--- src/rtl/lookang_pkg.sv ---
// Shared widths, constants and the arctangent table for the look angle pipeline.
package lookang_pkg;

   localparam int DEFAULT_CORDIC_STAGES = 16;
   localparam int XY_W   = 36;   // CORDIC vector width, room for the gain of about 1.65
   localparam int ACC_W  = 35;   // angle accumulator, units of 2pi/2^32
   localparam int ROOT_W = 32;   // square root result width
   localparam int RAD_W  = 64;   // square root operand width

   localparam logic [ACC_W-1:0] HALF_TURN  = ACC_W'(35'h0_8000_0000);
   localparam logic [ACC_W-1:0] EL_LIMIT   = ACC_W'(35'h0_4000_0000);
   localparam logic [ACC_W-1:0] ROUND_HALF = ACC_W'(35'h0_0000_8000);
   localparam logic [15:0]      EL_UP      = 16'h4000;
   localparam logic [15:0]      EL_DOWN    = 16'hC000;

   typedef logic signed [XY_W-1:0]  xy_type;
   typedef logic signed [ACC_W-1:0] acc_type;

   // atan(2^-i) in units of 2pi/2^32.
   function automatic logic [31:0] atan_entry(input logic [4:0] idx);
      logic [31:0] v;
      case (idx)
         5'd0:  v = 32'h20000000;
         5'd1:  v = 32'h12E4051E;
         5'd2:  v = 32'h09FB385B;
         5'd3:  v = 32'h051111D4;
         5'd4:  v = 32'h028B0D43;
         5'd5:  v = 32'h0145D7E1;
         5'd6:  v = 32'h00A2F61E;
         5'd7:  v = 32'h00517C55;
         5'd8:  v = 32'h0028BE53;
         5'd9:  v = 32'h00145F2F;
         5'd10: v = 32'h000A2F98;
         5'd11: v = 32'h000517CC;
         5'd12: v = 32'h00028BE6;
         5'd13: v = 32'h000145F3;
         5'd14: v = 32'h0000A2F9;
         5'd15: v = 32'h0000517C;
         5'd16: v = 32'h000028BE;
         5'd17: v = 32'h0000145F;
         5'd18: v = 32'h00000A2F;
         5'd19: v = 32'h00000517;
         5'd20: v = 32'h0000028B;
         5'd21: v = 32'h00000145;
         5'd22: v = 32'h000000A2;
         5'd23: v = 32'h00000051;
         5'd24: v = 32'h00000028;
         5'd25: v = 32'h00000014;
         5'd26: v = 32'h0000000A;
         5'd27: v = 32'h00000005;
         5'd28: v = 32'h00000002;
         5'd29: v = 32'h00000001;
         default: v = 32'h00000000;
      endcase
      return v;
   endfunction

endpackage

--- src/rtl/lookang_isqrt.sv ---
// Pipelined integer square root, one result bit per register stage.
module lookang_isqrt (
   input  logic                             clock,
   input  logic                             enable,
   input  logic [lookang_pkg::RAD_W-1:0]    radicand,
   output logic [lookang_pkg::ROOT_W-1:0]   root
);

   localparam int STEPS = lookang_pkg::ROOT_W;
   localparam int REM_W = lookang_pkg::ROOT_W + 4;

   logic [REM_W-1:0]                  rem_ff  [STEPS];
   logic [REM_W-1:0]                  rem_in  [STEPS];
   logic [lookang_pkg::ROOT_W-1:0]    root_ff [STEPS];
   logic [lookang_pkg::ROOT_W-1:0]    root_in [STEPS];
   logic [lookang_pkg::RAD_W-1:0]     num_ff  [STEPS];
   logic [lookang_pkg::RAD_W-1:0]     num_in  [STEPS];

   always_comb begin
      logic [REM_W-1:0]               rem_src;
      logic [lookang_pkg::ROOT_W-1:0] root_src;
      logic [lookang_pkg::RAD_W-1:0]  num_src;
      logic [REM_W-1:0]               pre;
      logic [REM_W-1:0]               trial;
      for (int k = 0; k < STEPS; k++) begin
         if (k == 0) begin
            rem_src  = '0;
            root_src = '0;
            num_src  = radicand;
         end else begin
            rem_src  = rem_ff[k-1];
            root_src = root_ff[k-1];
            num_src  = num_ff[k-1];
         end
         // Bring down the next two radicand bits and try root bit one.
         pre   = {rem_src[REM_W-3:0], num_src[lookang_pkg::RAD_W-1 -: 2]};
         trial = {2'b00, root_src, 2'b01};
         if (pre >= trial) begin
            rem_in[k]  = pre - trial;
            root_in[k] = {root_src[lookang_pkg::ROOT_W-2:0], 1'b1};
         end else begin
            rem_in[k]  = pre;
            root_in[k] = {root_src[lookang_pkg::ROOT_W-2:0], 1'b0};
         end
         num_in[k] = {num_src[lookang_pkg::RAD_W-3:0], 2'b00};
      end
   end

   always_ff @(posedge clock) begin
      if (enable) begin
         for (int k = 0; k < STEPS; k++) begin
            rem_ff[k]  <= rem_in[k];
            root_ff[k] <= root_in[k];
            num_ff[k]  <= num_in[k];
         end
      end
   end

   assign root = root_ff[STEPS-1];

endmodule

--- config.mk ---
export PLATFORM = sky130hd
export DESIGN_NAME = lookang_isqrt
export DESIGN_NICKNAME = d
export VERILOG_FILES = /design/src/rtl/lookang_pkg.sv /design/src/rtl/lookang_isqrt.sv
export SDC_FILE = /design/constraint.sdc
export NUM_CORES = 2
export LEC_CHECK = 0
export BUFFER_PORTS_ARGS = -buffer_cell sky130_fd_sc_hd__buf_2
export CAP_MARGIN = 20
export CORE_MARGIN = 2
export CORE_UTILIZATION = 49
export DETAILED_ROUTE_END_ITERATION = 7
export SLEW_MARGIN = 20
export SYNTH_ARGS = -nofsm -noshare
export SYNTH_HDL_FRONTEND = slang
export SYNTH_MEMORY_MAX_BITS = 65536
export SYNTH_SLANG_ARGS = --single-unit
export TNS_END_PERCENT = 1
--- constraint.sdc ---
create_clock -name clock -period 6.6 [get_ports clock]
set_input_delay 0.66 -clock clock [delete_from_list [all_inputs] [get_ports clock]]
set_output_delay 0.66 -clock clock [all_outputs]
set_load 0.005 [all_outputs]
Yosys cells after proc, flatten, opt, wreduce, memory -nomap -nowiden
Memory sizes are Yosys's and may differ from the RTL's. Cells that the tools add are included.

Divide/modulo/power cells: 0. Reduce and logical (&&, ||, !) cells: 0. Bitwise operators: 0. Mux-type cells: 66. $mul: 0. Equality and inequality tests: 0. $lt $le $gt $ge: 32. Add/sub/neg operators: 32. Shifts and indexed selects: 0.

Operators with widths (number): 2-to-1 mux 36 bit (32); greater-or-equal comparator 36 x 34 -> 1 bit (31); subtractor 36 x 34 -> 36 bit (31); 2-to-1 mux 1 bit (34); subtractor 2 x 1 -> 3 bit (second input constant) (1); greater-or-equal comparator 2 x 1 -> 1 bit (second input constant) (1).

Word-level logic and storage cells: 133. Register bits after elaboration: 0. Bits in writable memories: 4160. Input port bits: 66. Bits in latches: 0. Bits in read-only memories: 0. Output and inout bits: 32. Memories kept: 3.

Memories: num_ff (depth 32, width 62, read ports 31, clocked after memory_dff 0, write ports 32, RTL line lookang_isqrt.sv:16) `logic [lookang_pkg::RAD_W-1:0] num_ff [STEPS];`; rem_ff (depth 32, width 36, read ports 31, clocked after memory_dff 0, write ports 32, RTL line lookang_isqrt.sv:12) `logic [REM_W-1:0] rem_ff [STEPS];`; root_ff (depth 32, width 32, read ports 32, clocked after memory_dff 0, write ports 32, RTL line lookang_isqrt.sv:14) `logic [lookang_pkg::ROOT_W-1:0] root_ff [STEPS];`.

Depth between registers and ports, before layout
An unclocked memory read counts as a cell.

Word-level depth: 3. Mapped depth: 15. Mapped depth without buffers: 13.

Worst setup path before layout
No wires, ideal clock.

Path type: flip-flop to flip-flop. From: mem rem_ff[1][327] in the netlist's numbering. To: mem rem_ff[1][361] in the netlist's numbering (data pin). Buffers on the path: 2. Setup slack: 3313 ps. Data arrival time: 3020 ps. Setup time: 267 ps. Period minus slack after synthesis: 3287 ps. Data required time: 6333 ps. Cell stages (with the launch flop): 11. Cell sequence: edfxtp_1 -> ha_1 -> a211oi_1 -> nor2_1 -> o41a_1 -> o41ai_1 -> o21ai_1 -> a21oi_1 -> clkbuf_1 -> clkbuf_1 -> o21ai_0.

RTL lines (RTL line): from (decl) (lookang_isqrt.sv:12).

==> qor.csv <==
stage,metric,value,unit
power_and_ir_drop,cell area power density,350.4,mW/mm²
setup_path,Crit Path Max Fanout,30,
clock_network,Num Clock Sinks,2523,
placement,total half-perimeter wirelength after legalization and detailed placement,178.7,mm
floorplan,die width,493.4,µm
floorplan,top-level port count,98,
setup_path,"Max stage delay cell, worst path",sky130_fd_sc_hd__o2111ai_1,
routing,number of routed nets with antenna violations,0,
grt,initial antenna violation count,4,
routing,initial drt markers,4829,
synthesis,number of different library cells in the post-synthesis netlist,99,
setup_path,arrival time of data at the critical path endpoint,5.07,ns
grt,global-route wire length before repair,385.1,mm
sta,final setup violation count,0,
sta,Layout Skew,0.06007,ns
clock_network,clock latency on the worst-skew pair,0.92,ns
sta,headroom to the max-slew limit,30.61,%
setup_path,crit-path max cell delay,0.57,ns
sta,post-route worst hold slack,0.2078,ns
clock_network,clock slew seen by the registers of the worst setup and hold paths,0.06,ns
grt,GRT Overall Usage,20.07,%
synthesis,number of instances in the synthesized netlist,9064,
finish,post-layout util,55.10,%
sta,highest clock frequency the design can meet,226.4,MHz
clock_network,TritonCTS clock tree,built,
finish,fill cell total of the finished layout,19552,
placement,count of buffers from port buffering,97,
routing,Wirelength per Cell,19.38,µm
placement,"number of placed instances, taps included",12189,
routing,final routed wirelength across all metal layers,247.1,mm
clock_network,number of buffers created by CTS,290,
grt,number of global-route vias before repair,69640,
synthesis,asr flop ratio synth,0,%
hold_path,worst hold path type,primary input to register,
grt,largest net degree at the start of global routing,172,
synthesis,Syn Std Cell Area,0.1174,mm²
setup_path,CP startpoint kind,register,
power_and_ir_drop,Overall Power,45.96,mW
synthesis,"flops & latches, synth",2523,
sta,slew of the pin with the lowest slew margin,1.038,ns
routing,Via Count,69567,
routing,post-detailed-route DRC marker count,0,
synthesis,sequential area share after synthesis,64.56,%
finish,"Non-Filler Cell Area, Final",0.1312,mm²
synthesis,total nets after synthesis,9692,
synthesis,predominant post-synthesis flop cell,sky130_fd_sc_hd__edfxtp_1,
sta,Period minus WS final,4.417,ns
floorplan,core footprint,0.2381,mm²
floorplan,effective utilization at floorplan,49.29,%
grt,global route total overflow,0,
synthesis,number of enable flip-flop cells after synthesis,2523,
finish,non-filler instance count after layout,12751,
job,# Max-Cap Violations,0,
routing,routed via count divided by cell count,5.456,
setup_path,Setup crit end kind,register,
finish,number of nets in the final layout,10007,
clock_network,Root Buffer Master,sky130_fd_sc_hd__clkbuf_16,
sta,count of final max-slew check failures,0,
finish,area occupied by multi-input gates,0.03804,mm²
power_and_ir_drop,worst supply voltage drop on vdd,281.8,µV
sta,fin worst setup slack,2.183,ns
placement,worst setup slack before clock tree synthesis,2.268,ns
clock_network,post-cts gate resize count,0,
finish,fraction of layout cells with a size suffix above 1,7.475,%
setup_path,CP Cell Sequence,ha_1 -> o21ai_0 -> a21oi_1 -> o2111ai_1 -> a21boi_0 -> o21ai_0 -> nand4b_1 -> and2_1 -> nor2_1 -> buf_4 -> inv_1 -> buf_4 -> nor2_1 -> a21oi_1,
sta,count of final hold-check violations,0,
floorplan,die height,493.4,µm
sta,unrepaired setup endpoints after global routing,false,
finish,sequential cell area in the final layout,0.07576,mm²
clock_network,maximum level of the CTS H-tree,5,
floorplan,area of the die,0.2434,mm²
placement,instance area at placement,0.1216,mm²
placement,weighted congestion reported at the end of routability-driven placement,0.9174,
sta,TNS Setup,0,ns
clock_network,count of buffers added by post-CTS timing repair for setup,0,
synthesis,Mapped Avg Cell Area,12.95,µm²
clock_network,Longest Clk Path Bufs,4,
floorplan,row cnt,179,
routing,detailed-router iteration count before antenna repair,6,
power_and_ir_drop,cell leakage power,49.84,nW
finish,post-synthesis to final-layout area growth,11.78,%
setup_path,worst setup path class,register to register,
run_status,outcome,completed,
sta,post-route fraction of the period consumed by the critical path,66.93,%
setup_path,required time of the critical path,7.25,ns
synthesis,number of warning messages in the yosys log,0,
==> cell usage after synthesis, drive strengths merged (26+ instances only) <==
| master | n | area, µm² |
|---|---|---|
| a21o | 207 | 1554 |
| nand2b | 114 | 713.2 |
| nor2 | 622 | 2342 |
| nand3 | 161 | 805.8 |
| ha | 562 | 7032 |
| a21oi | 631 | 3158 |
| or3 | 83 | 539.3 |
| clkbuf | 139 | 521.8 |
| o21ai | 429 | 2151 |
| nor3 | 234 | 1181 |
| edfxtp | 2523 | 75760 |
| or4 | 49 | 375.4 |
| xnor2 | 444 | 3889 |
| a211oi | 47 | 362.8 |
| or2 | 45 | 281.5 |
| nand4 | 111 | 694.4 |
| and3 | 41 | 256.5 |
| xor2 | 409 | 3582 |
| a31oi | 47 | 294.0 |
| nor4 | 120 | 765.7 |
| mux2 | 71 | 799.5 |
| o21bai | 56 | 420.4 |
| o31ai | 42 | 329.1 |
| buf | 70 | 439.2 |
| and2 | 28 | 175.2 |
| o21a | 116 | 870.8 |
| nand2 | 544 | 2042 |
| nor3b | 26 | 195.2 |
| nor2b | 77 | 481.7 |
| inv | 708 | 2658 |
==> critical path, delay by kind of cell (launching register included) <==
family | cells | cell delay [ns]
AND/OR/NAND/NOR | 4 | 0.86
flip-flops | 1 | 0.41
adder cells (fa/ha/maj) | 1 | 0.37
buffers and inverters | 3 | 0.84
AO/OA/AOI/OAI | 6 | 1.65
==> sequential cells by signal, summed over array words and instances, names as in the netlist <==
signal,cells
rem_ff,1003
root_ff,528
num_ff,992
==> final timing paths <==
kind	startpoint	endpoint	slack, ns	cells past startpoint
worst max register to register	rem_ff[1][433]	rem_ff[1][484]	2.18	14
worst min register to register	num_ff[0][672]	num_ff[0][736]	0.39	0
worst min-delay path	enable	num_ff[0][14]	0.21	1
worst max-delay path	rem_ff[1][433]	rem_ff[1][484]	2.18	14
==> routing by layer <==
metal,GRT usage [%],part of all wire [%]
met1,24.63,42
met3,2.841,3.6
met4,8.344,4.0
met2,35.46,50
met5,0,0
==> timing repair <==
item                                   CTS  global route
hold buffers                            65             0
setup endpoints to repair                0             0
endpoints found under the hold margin   65             0
==> layout by cell type (no fill, tap or decap), drive strengths merged, types with 77 or more instances in the layout <==
cell type and n:
nand4 111, buf 167, a21o 207, nor3 234
inv 713, edfxtp 2523, o21ai 429, nor2 622
nand2 544, or3 83, o21a 116, nor4 120
nor2b 77, nand3 161, clkbuf 348, xor2 409
ha 562, a21oi 631, clkinv 104, xnor2 444
nand2b 114
==> kinds of logic (layout without fill, tap and decap cells) <==
logic type	Yosys count	in the layout	synth area share (%)
DFF	2523	2523	64.56
muxes	78	78	0.7410
adders and majority gates	562	562	5.992
other	1	6	0.003196
AOI/OAI and AO/OA	1786	1786	9.347
buffers and inverters	918	1433	3.087
xor gates and xnor gates	853	853	6.366
and+or+nand+nor	2343	2343	9.902
==> power by group <==
part | switching, mW | internal [mW] | total, mW
Clock | 6.11 | 9.02 | 15.1
Sequential | 1.42 | 20.3 | 21.7
Combinational | 5.34 | 3.81 | 9.15
Total | 12.9 | 33.1 | 46.0
==> area by class of cell <==
cell class	instances	area share, %
diodes	5	0.009539
clock inverters	144	1.051
repair buffers	232	1.402
inverters	709	2.029
well taps	3167	3.021
clock buffers	348	5.731
flip-flops and latches	2523	57.76
multi-input cells	5623	29.00
Power figures use the tool's default switching activity.
